<file path="config.mk">
export PLATFORM = sky130hd
export DESIGN_NAME = calendar_boundary_advance
export DESIGN_NICKNAME = d
export VERILOG_FILES = /design/src/rtl/cba_pkg.sv /design/src/rtl/cba_calc.sv /design/src/rtl/calendar_boundary_advance.sv
export SDC_FILE = /design/constraint.sdc
export NUM_CORES = 1
export LEC_CHECK = 0
export BUFFER_PORTS_ARGS = -buffer_cell sky130_fd_sc_hd__buf_2
export CAP_MARGIN = 30
export CORE_ASPECT_RATIO = 0.7
export CORE_MARGIN = 2
export CORE_UTILIZATION = 45
export DETAILED_ROUTE_END_ITERATION = 16
export GPL_ROUTABILITY_DRIVEN = 0
export PLACE_DENSITY_LB_ADDON = 0.15
export RECOVER_POWER = 25
export SLEW_MARGIN = 0
export SYNTH_ARGS = -nofsm -noshare
export SYNTH_HDL_FRONTEND = slang
export SYNTH_SLANG_ARGS = --single-unit
</file>
<file path="constraint.sdc">
create_clock -name i_clk -period 16.65 [get_ports i_clk]
set_input_delay 0 -clock i_clk [delete_from_list [all_inputs] [get_ports i_clk]]
set_output_delay 0 -clock i_clk [all_outputs]
set_load 0.01 [all_outputs]
</file>
<file path="src/rtl/cba_pkg.sv">
// Shared types, constants and helper functions for the calendar boundary advance block.
package cba_pkg;

    typedef enum logic [1:0] {
        REQ_HOUR  = 2'd0,
        REQ_HALF  = 2'd1,
        REQ_DAY   = 2'd2,
        REQ_MONTH = 2'd3
    } t_req;

    localparam logic [3:0] MONTH_JAN  = 4'd0;
    localparam logic [3:0] MONTH_FEB  = 4'd1;
    localparam logic [3:0] MONTH_DEC  = 4'd11;
    localparam logic [4:0] LAST_HOUR  = 5'd23;
    localparam logic [5:0] HALF_MIN   = 6'd30;
    localparam logic [9:0] YEAR_MAX   = 10'd499;
    localparam logic [8:0] YEAR_LEN   = 9'd365;
    localparam logic [8:0] LEAP_LEN   = 9'd366;

    // century years (offset from 1900) that are not divisible by 400
    localparam logic [8:0] CENT_1900  = 9'd0;
    localparam logic [8:0] CENT_2100  = 9'd200;
    localparam logic [8:0] CENT_2200  = 9'd300;
    localparam logic [8:0] CENT_2300  = 9'd400;

    localparam logic [4:0] MONTH_LEN [12] = '{
        5'd31, 5'd28, 5'd31, 5'd30, 5'd31, 5'd30,
        5'd31, 5'd31, 5'd30, 5'd31, 5'd30, 5'd31
    };

    typedef struct packed {
        t_req       req_type;
        logic [8:0] year_off;
        logic [3:0] month;
        logic [4:0] day_of_month;
        logic [4:0] hour;
        logic [5:0] minute;
        logic [2:0] weekday;
        logic [8:0] day_of_year;
    } t_cba_in;

    typedef struct packed {
        logic [8:0] year_off;
        logic [3:0] month;
        logic [4:0] day_of_month;
        logic [4:0] hour;
        logic [5:0] minute;
        logic [2:0] weekday;
        logic [8:0] day_of_year;
    } t_cba_out;

    // 1900 is divisible by 4, so the by-4 test runs on the offset directly
    function automatic logic is_leap(input logic [8:0] yoff);
        return (yoff[1:0] == 2'b00) && (yoff != CENT_1900) && (yoff != CENT_2100)
            && (yoff != CENT_2200) && (yoff != CENT_2300);
    endfunction

    // valid for x up to 55
    function automatic logic [2:0] mod7(input logic [5:0] x);
        logic [5:0] v;
        v = x;
        if (v >= 6'd28) v = v - 6'd28;
        if (v >= 6'd14) v = v - 6'd14;
        if (v >= 6'd7)  v = v - 6'd7;
        return v[2:0];
    endfunction

endpackage

</file>
<file path="src/rtl/cba_calc.sv">
// Combinational boundary computation: hour, half hour, day and month advance.
module cba_calc (
    input  cba_pkg::t_cba_in  i_req,
    output cba_pkg::t_cba_out o_res
);
    import cba_pkg::*;

    logic [3:0] mo;
    logic       leap;
    logic [5:0] dim;
    logic [5:0] day_inc;
    logic [5:0] dd;
    logic [8:0] ylen;
    logic       move;
    logic       new_month;
    logic [5:0] count;
    logic [9:0] yd_sum;
    logic [9:0] year;
    logic       day_step;

    always_comb begin
        mo      = (i_req.month > MONTH_DEC) ? MONTH_DEC : i_req.month;
        leap    = is_leap(i_req.year_off);
        dim     = {1'b0, MONTH_LEN[mo]} + {5'd0, (leap && mo == MONTH_FEB)};
        day_inc = {1'b0, i_req.day_of_month} + 6'd1;
        dd      = ({1'b0, i_req.day_of_month} > dim) ? dim : {1'b0, i_req.day_of_month};
        ylen    = leap ? LEAP_LEN : YEAR_LEN;

        o_res.day_of_month = i_req.day_of_month;
        o_res.hour         = i_req.hour;
        o_res.minute       = i_req.minute;
        o_res.weekday      = i_req.weekday;
        o_res.day_of_year  = i_req.day_of_year;
        move      = 1'b0;
        new_month = 1'b0;
        count     = 6'd1;
        day_step  = 1'b0;

        case (i_req.req_type) inside
            REQ_HOUR, REQ_HALF: begin
                if (i_req.req_type == REQ_HALF && i_req.minute < HALF_MIN) begin
                    o_res.minute = HALF_MIN;
                end else begin
                    o_res.minute = 6'd0;
                    if (i_req.hour >= LAST_HOUR) begin
                        o_res.hour = 5'd0;
                        day_step   = 1'b1;
                    end else begin
                        o_res.hour = i_req.hour + 5'd1;
                    end
                end
            end
            REQ_DAY: begin
                o_res.hour   = 5'd0;
                o_res.minute = 6'd0;
                day_step     = 1'b1;
            end
            default: begin
                o_res.hour   = 5'd0;
                o_res.minute = 6'd0;
                move         = 1'b1;
                new_month    = 1'b1;
                count        = dim - dd + 6'd1;
            end
        endcase

        if (day_step) begin
            move = 1'b1;
            if (day_inc > dim) begin
                new_month = 1'b1;
            end else begin
                o_res.day_of_month = day_inc[4:0];
            end
        end

        // day of year wraps on the length of the year before the move
        yd_sum = {1'b0, i_req.day_of_year} + {4'd0, count};
        if (yd_sum >= {1'b0, ylen}) yd_sum = yd_sum - {1'b0, ylen};
        if (move) begin
            o_res.day_of_year = yd_sum[8:0];
            o_res.weekday     = mod7({3'd0, i_req.weekday} + count);
        end

        year    = {1'b0, i_req.year_off};
        o_res.month = mo;
        if (new_month) begin
            o_res.day_of_month = 5'd1;
            if (mo == MONTH_DEC) begin
                o_res.month = MONTH_JAN;
                year        = year + 10'd1;
            end else begin
                o_res.month = mo + 4'd1;
            end
        end
        o_res.year_off = (year > YEAR_MAX) ? YEAR_MAX[8:0] : year[8:0];
    end

endmodule

</file>
<file path="src/rtl/calendar_boundary_advance.sv">
// Top level: input register, boundary logic and result register with valid/ready handshakes.
//
//  channel  | valid       | ready        | payload
//  ---------+-------------+--------------+---------------------------------------------
//  request  | i_in_valid  | o_in_ready   | i_req_type, i_year_off .. i_day_of_year
//  result   | o_out_valid | i_out_ready  | o_out_year_off .. o_out_day_of_year
//
// One request per cycle sustained while the result side accepts; a result passes through
// the input register, then the result register, with the calendar logic between them.
// Synchronous active-low reset clears both valid flags; payload registers are not reset.
// A stall on the result side fills the input register, then drops o_in_ready.
module calendar_boundary_advance (
    input  logic       i_clk,
    input  logic       i_rst_n,
    input  logic       i_in_valid,
    output logic       o_in_ready,
    input  logic [1:0] i_req_type,
    input  logic [8:0] i_year_off,
    input  logic [3:0] i_month,
    input  logic [4:0] i_day_of_month,
    input  logic [4:0] i_hour,
    input  logic [5:0] i_minute,
    input  logic [2:0] i_weekday,
    input  logic [8:0] i_day_of_year,
    output logic       o_out_valid,
    input  logic       i_out_ready,
    output logic [8:0] o_out_year_off,
    output logic [3:0] o_out_month,
    output logic [4:0] o_out_day_of_month,
    output logic [4:0] o_out_hour,
    output logic [5:0] o_out_minute,
    output logic [2:0] o_out_weekday,
    output logic [8:0] o_out_day_of_year
);
    import cba_pkg::*;

    logic     r_in_valid;
    t_cba_in  r_in;
    logic     r_out_valid;
    t_cba_out r_out;
    t_cba_out calc_res;
    logic     out_stage_ready;
    logic     in_stage_ready;

    cba_calc u_calc (
        .i_req (r_in),
        .o_res (calc_res)
    );

    assign out_stage_ready = !r_out_valid || i_out_ready;
    assign in_stage_ready  = !r_in_valid || out_stage_ready;
    assign o_in_ready      = in_stage_ready;

    always_ff @(posedge i_clk) begin
        if (!i_rst_n) begin
            r_in_valid  <= 1'b0;
            r_out_valid <= 1'b0;
        end else begin
            if (in_stage_ready) r_in_valid <= i_in_valid;
            if (out_stage_ready) r_out_valid <= r_in_valid;
        end
    end

    always_ff @(posedge i_clk) begin
        if (in_stage_ready && i_in_valid) begin
            r_in.req_type     <= t_req'(i_req_type);
            r_in.year_off     <= i_year_off;
            r_in.month        <= i_month;
            r_in.day_of_month <= i_day_of_month;
            r_in.hour         <= i_hour;
            r_in.minute       <= i_minute;
            r_in.weekday      <= i_weekday;
            r_in.day_of_year  <= i_day_of_year;
        end
        if (out_stage_ready && r_in_valid) r_out <= calc_res;
    end

    assign o_out_valid        = r_out_valid;
    assign o_out_year_off     = r_out.year_off;
    assign o_out_month        = r_out.month;
    assign o_out_day_of_month = r_out.day_of_month;
    assign o_out_hour         = r_out.hour;
    assign o_out_minute       = r_out.minute;
    assign o_out_weekday      = r_out.weekday;
    assign o_out_day_of_year  = r_out.day_of_year;

endmodule
</file>
==> results.yml <==
floorplanning:
  die_x_um: 129
  placementRows: 31
  initial_core_util_pct: 47.1
  die_y_um: 91.7
  ioPinCount: 90
  die-area_um2: 11900
  core_um2: 10500
critical_path:
  crit_top_cell: "ha_1"
  cp.required_ns: 16.74
  end_kind: "flop"
  crit_family: "adder cells"
  worstPathArrival_ns: 9.20
  crit_type: "reg -> reg"
  cp_slowest_cell: "or4_1"
  start_kind: "flop"
  critPathMaxFanout: 7
  path_buf_inv: 1
  critPathMaxStageDelay_ns: 0.58
power_and_ir_drop:
  powerDensity_nw_per_um2: 94.7
  pwr-share-seq_pct: 41.7
  p_sw_uw: 170
  pwr-share-clk_pct: 35.1
  p_int_uw: 422
  swShare_pct: 28.7
  total_power_uw: 592
  combPwrFrac_pct: 23.2
  ir_drop_v: 0.0000508
  p_leak_nw: 2.52
logic_synthesis:
  syn_area_um2: 4950
  ys_types: 62
  synth-warning-count: 0
  synth-edff-count: 78
  synth_flop_cell: "edfxtp_1"
  ys_seq_area_share_pct: 48.1
  ys_async_sr_fraction_pct: 0
  ys_ff_latch: 80
  avgSynthCellArea_um2: 10.8
  syn_inst: 459
place:
  dp_slack_ns: 7.63
  dpl_cell_area_um2: 5490
  port_buffers: 86
  dp_hpwl_um: 7680
final_layout:
  drive_gt1_share_pct: 18.5
  final_area_um2: 6250
  fillers: 907
  nets: 671
  diodes: 0
  syn_to_final_growth_pct: 26.3
  fin_util_pct: 59.5
detailed_routing:
  vias: 3861
  ant_nets: 0
  drt-wirelength-per-cell_um: 15.0
  viasPerCell: 5.24
  first_pass_iters: 5
  wirelength_um: 11100
  drt_iter0_markers: 309
  drc_errors: 0
clock_tree:
  post-cts-setup-buffers: 0
  cts_tree: "built"
  cts_buffer_depth: 2
  cts_max_level: 3
  root_buffer: "clkbuf_16"
  cts_buffers: 9
  clk-insertion-delay-late_ns: 0.35
  clock_sinks: 80
  clkTransAtPathRegs_ns: 0.06
timing:
  worstMarginPinSlew_ns: 0.796
  maxSlewViolCount: 0
  rsz0062_at_grt: "no"
  tns_ns: 0
  finalSetupViolations: 0
  slew_headroom_pct: 46.9
  worst_slack_ns: 7.54
  period_needed_ns: 9.11
  clock_skew_ns: 0.00955
  post-route-period-util_pct: 54.7
  finalHoldViolations: 0
  fmax_mhz: 110
run:
  maxCapViolCount: 0
global_route:
  grt_pass1_vias: 3795
  grt_pass1_wl_um: 18100
  track_usage_pct: 19.6
  grt-ovfl-total: 0
  antenna_found_initial: 0
  grt_max_degree: 43
status:
  outcome: "completed"
hold_path:
  hold_path_class: "in -> reg"
[sequential cells by signal (all words and copies together), names as in the netlist]
register,cells
r_in,42
o_out_day_of_year,9
o_out_year_off,9
o_out_day_of_month,5
o_out_hour,5
o_out_month,4
o_out_weekday,3
o_out_minute,1
o_out_valid,1
r_in_valid,1
[path summary, 6_finish.rpt]
kind	start	endpoint	slack [ns]	cells past startpoint
max	r_in[40]	o_out_weekday[0]	7.54	37
min	i_out_ready	o_out_valid	0.04	3
max reg2reg	r_in[40]	o_out_weekday[0]	7.54	37
min reg2reg	r_in_valid	o_out_valid	0.56	1
[kinds of logic after synthesis]
family | count (synthesis) | share of synthesized area, %
xor gates and xnor gates | 35 | 6.47
buffers and inverters | 43 | 4.05
muxes | 7 | 1.47
other | 1 | 0.0758
AOI/OAI and AO/OA | 108 | 14.1
adders and majority gates | 40 | 10.7
and+or+nand+nor | 145 | 15.0
DFF | 80 | 48.1
[synth_stat cells, drive strengths merged (2+ instances only)]
cell type / n / share of area, %
mux2i: 5 / 1.0
o22ai: 2 / 0.25
nand2b: 6 / 0.76
o2111ai: 2 / 0.35
xnor2: 20 / 3.5
a21oi: 30 / 3.1
mux2: 2 / 0.46
buf: 8 / 1.3
nor4b: 3 / 0.53
a22oi: 2 / 0.30
o211ai: 4 / 0.61
nand4: 3 / 0.38
a211oi: 6 / 0.91
o21ai: 25 / 2.5
nand3: 18 / 1.8
a31oi: 3 / 0.38
nor2: 27 / 2.0
ha: 36 / 9.1
o31ai: 5 / 0.86
o21bai: 2 / 0.30
nor2b: 10 / 1.3
inv: 23 / 1.7
edfxtp: 78 / 47
and3: 8 / 1.0
clkbuf: 11 / 0.83
a21boi: 2 / 0.30
nand2: 40 / 3.0
dfxtp: 2 / 0.81
nand3b: 3 / 0.46
fa: 4 / 1.6
o21a: 8 / 1.2
a21o: 7 / 1.1
and2: 8 / 1.1
and4: 2 / 0.35
a211o: 3 / 0.53
nor3: 9 / 1.0
xor2: 14 / 2.5
or3: 3 / 0.38
[power by group through the flow]
stage | registers [mW] | clock network (mW) | logic [mW]
floorplan | 0.251 | 0 | 0.0931
global placement | 0.251 | 0 | 0.123
detailed placement | 0.251 | 0 | 0.127
CTS | 0.247 | 0.212 | 0.137
global route | 0.249 | 0.219 | 0.153
finish | 0.247 | 0.208 | 0.137
[layout by cell type, fill, tap and decap left out, types with 3 or more instances in the layout]
cell type	Yosys	layout
clkbuf_16	0	9
o21a_1	8	8
xor2_1	14	14
fa_1	4	4
o21ai_0	24	24
nor3_1	8	8
xnor2_1	20	20
dlygate4sd3_1	0	44
clkbuf_1	11	10
or3_1	3	3
and2_1	6	5
nand2_1	40	40
nor2_1	27	27
and3_1	7	7
mux2i_1	5	5
ha_1	36	36
a31oi_1	3	3
a21oi_1	29	29
a211o_1	3	3
nor4b_1	3	3
nand3b_1	3	3
nand3_1	18	18
inv_1	23	23
o211ai_1	4	4
nand2b_1	6	6
a21o_1	5	5
o31ai_1	4	4
nand4_1	3	3
nor2b_1	10	9
buf_2	0	76
a211oi_1	6	6
edfxtp_1	78	78
[cell type report]
| type | instances | area, um2 | share of cell area, % |
|---|---|---|---|
| Inverter | 23 | 86.3 | 1.38 |
| Clock buffer | 10 | 239 | 3.82 |
| Sequential cell | 80 | 2380 | 38.1 |
| Timing Repair Buffer | 133 | 906 | 14.5 |
| Tap cell | 148 | 185 | 2.96 |
| Clock inverter | 6 | 75.1 | 1.20 |
| Multi-Input combinational cell | 337 | 2380 | 38.0 |
[metal layers]
layer	part of all wire, %	routed length [um]	GRT usage [%]	up-vias
met5	0	0	0	-
met4	1.5	161	5.80	0
met1	46	5140	24.8	1806
li1	-	-	-	1932
met3	4.9	543	4.78	16
met2	47	5220	33.4	107
[worst register-to-register path: cells and delay by family, from the launching register on]
kind            cells  cell delay (ns)
simple gates       12             2.45
xor+xnor            3             0.70
compound gates     11             2.30
mux                 1             0.24
fa+ha+maj           9             2.61
buf+inv             1             0.06
flops               1             0.51
[metrics by stage]
| step | hold slack, ns | cells |
|---|---|---|
| CTS | 0.0381 | 736 |
| finish | 0.0428 | 737 |
| detailed placement | 0.178 | 676 |
| global route | 0.0635 | 737 |
| global placement | 0.176 | 675 |
| floorplan | 0.0989 | 460 |
[timing repair]
| item | CTS | global route |
|---|---|---|
| hold endpoints to repair | 44 | 0 |
| hold buffers | 44 | 0 |
| gates resized for setup | 0 | 0 |
No activity file was read; power rests on OpenSTA's default activity.
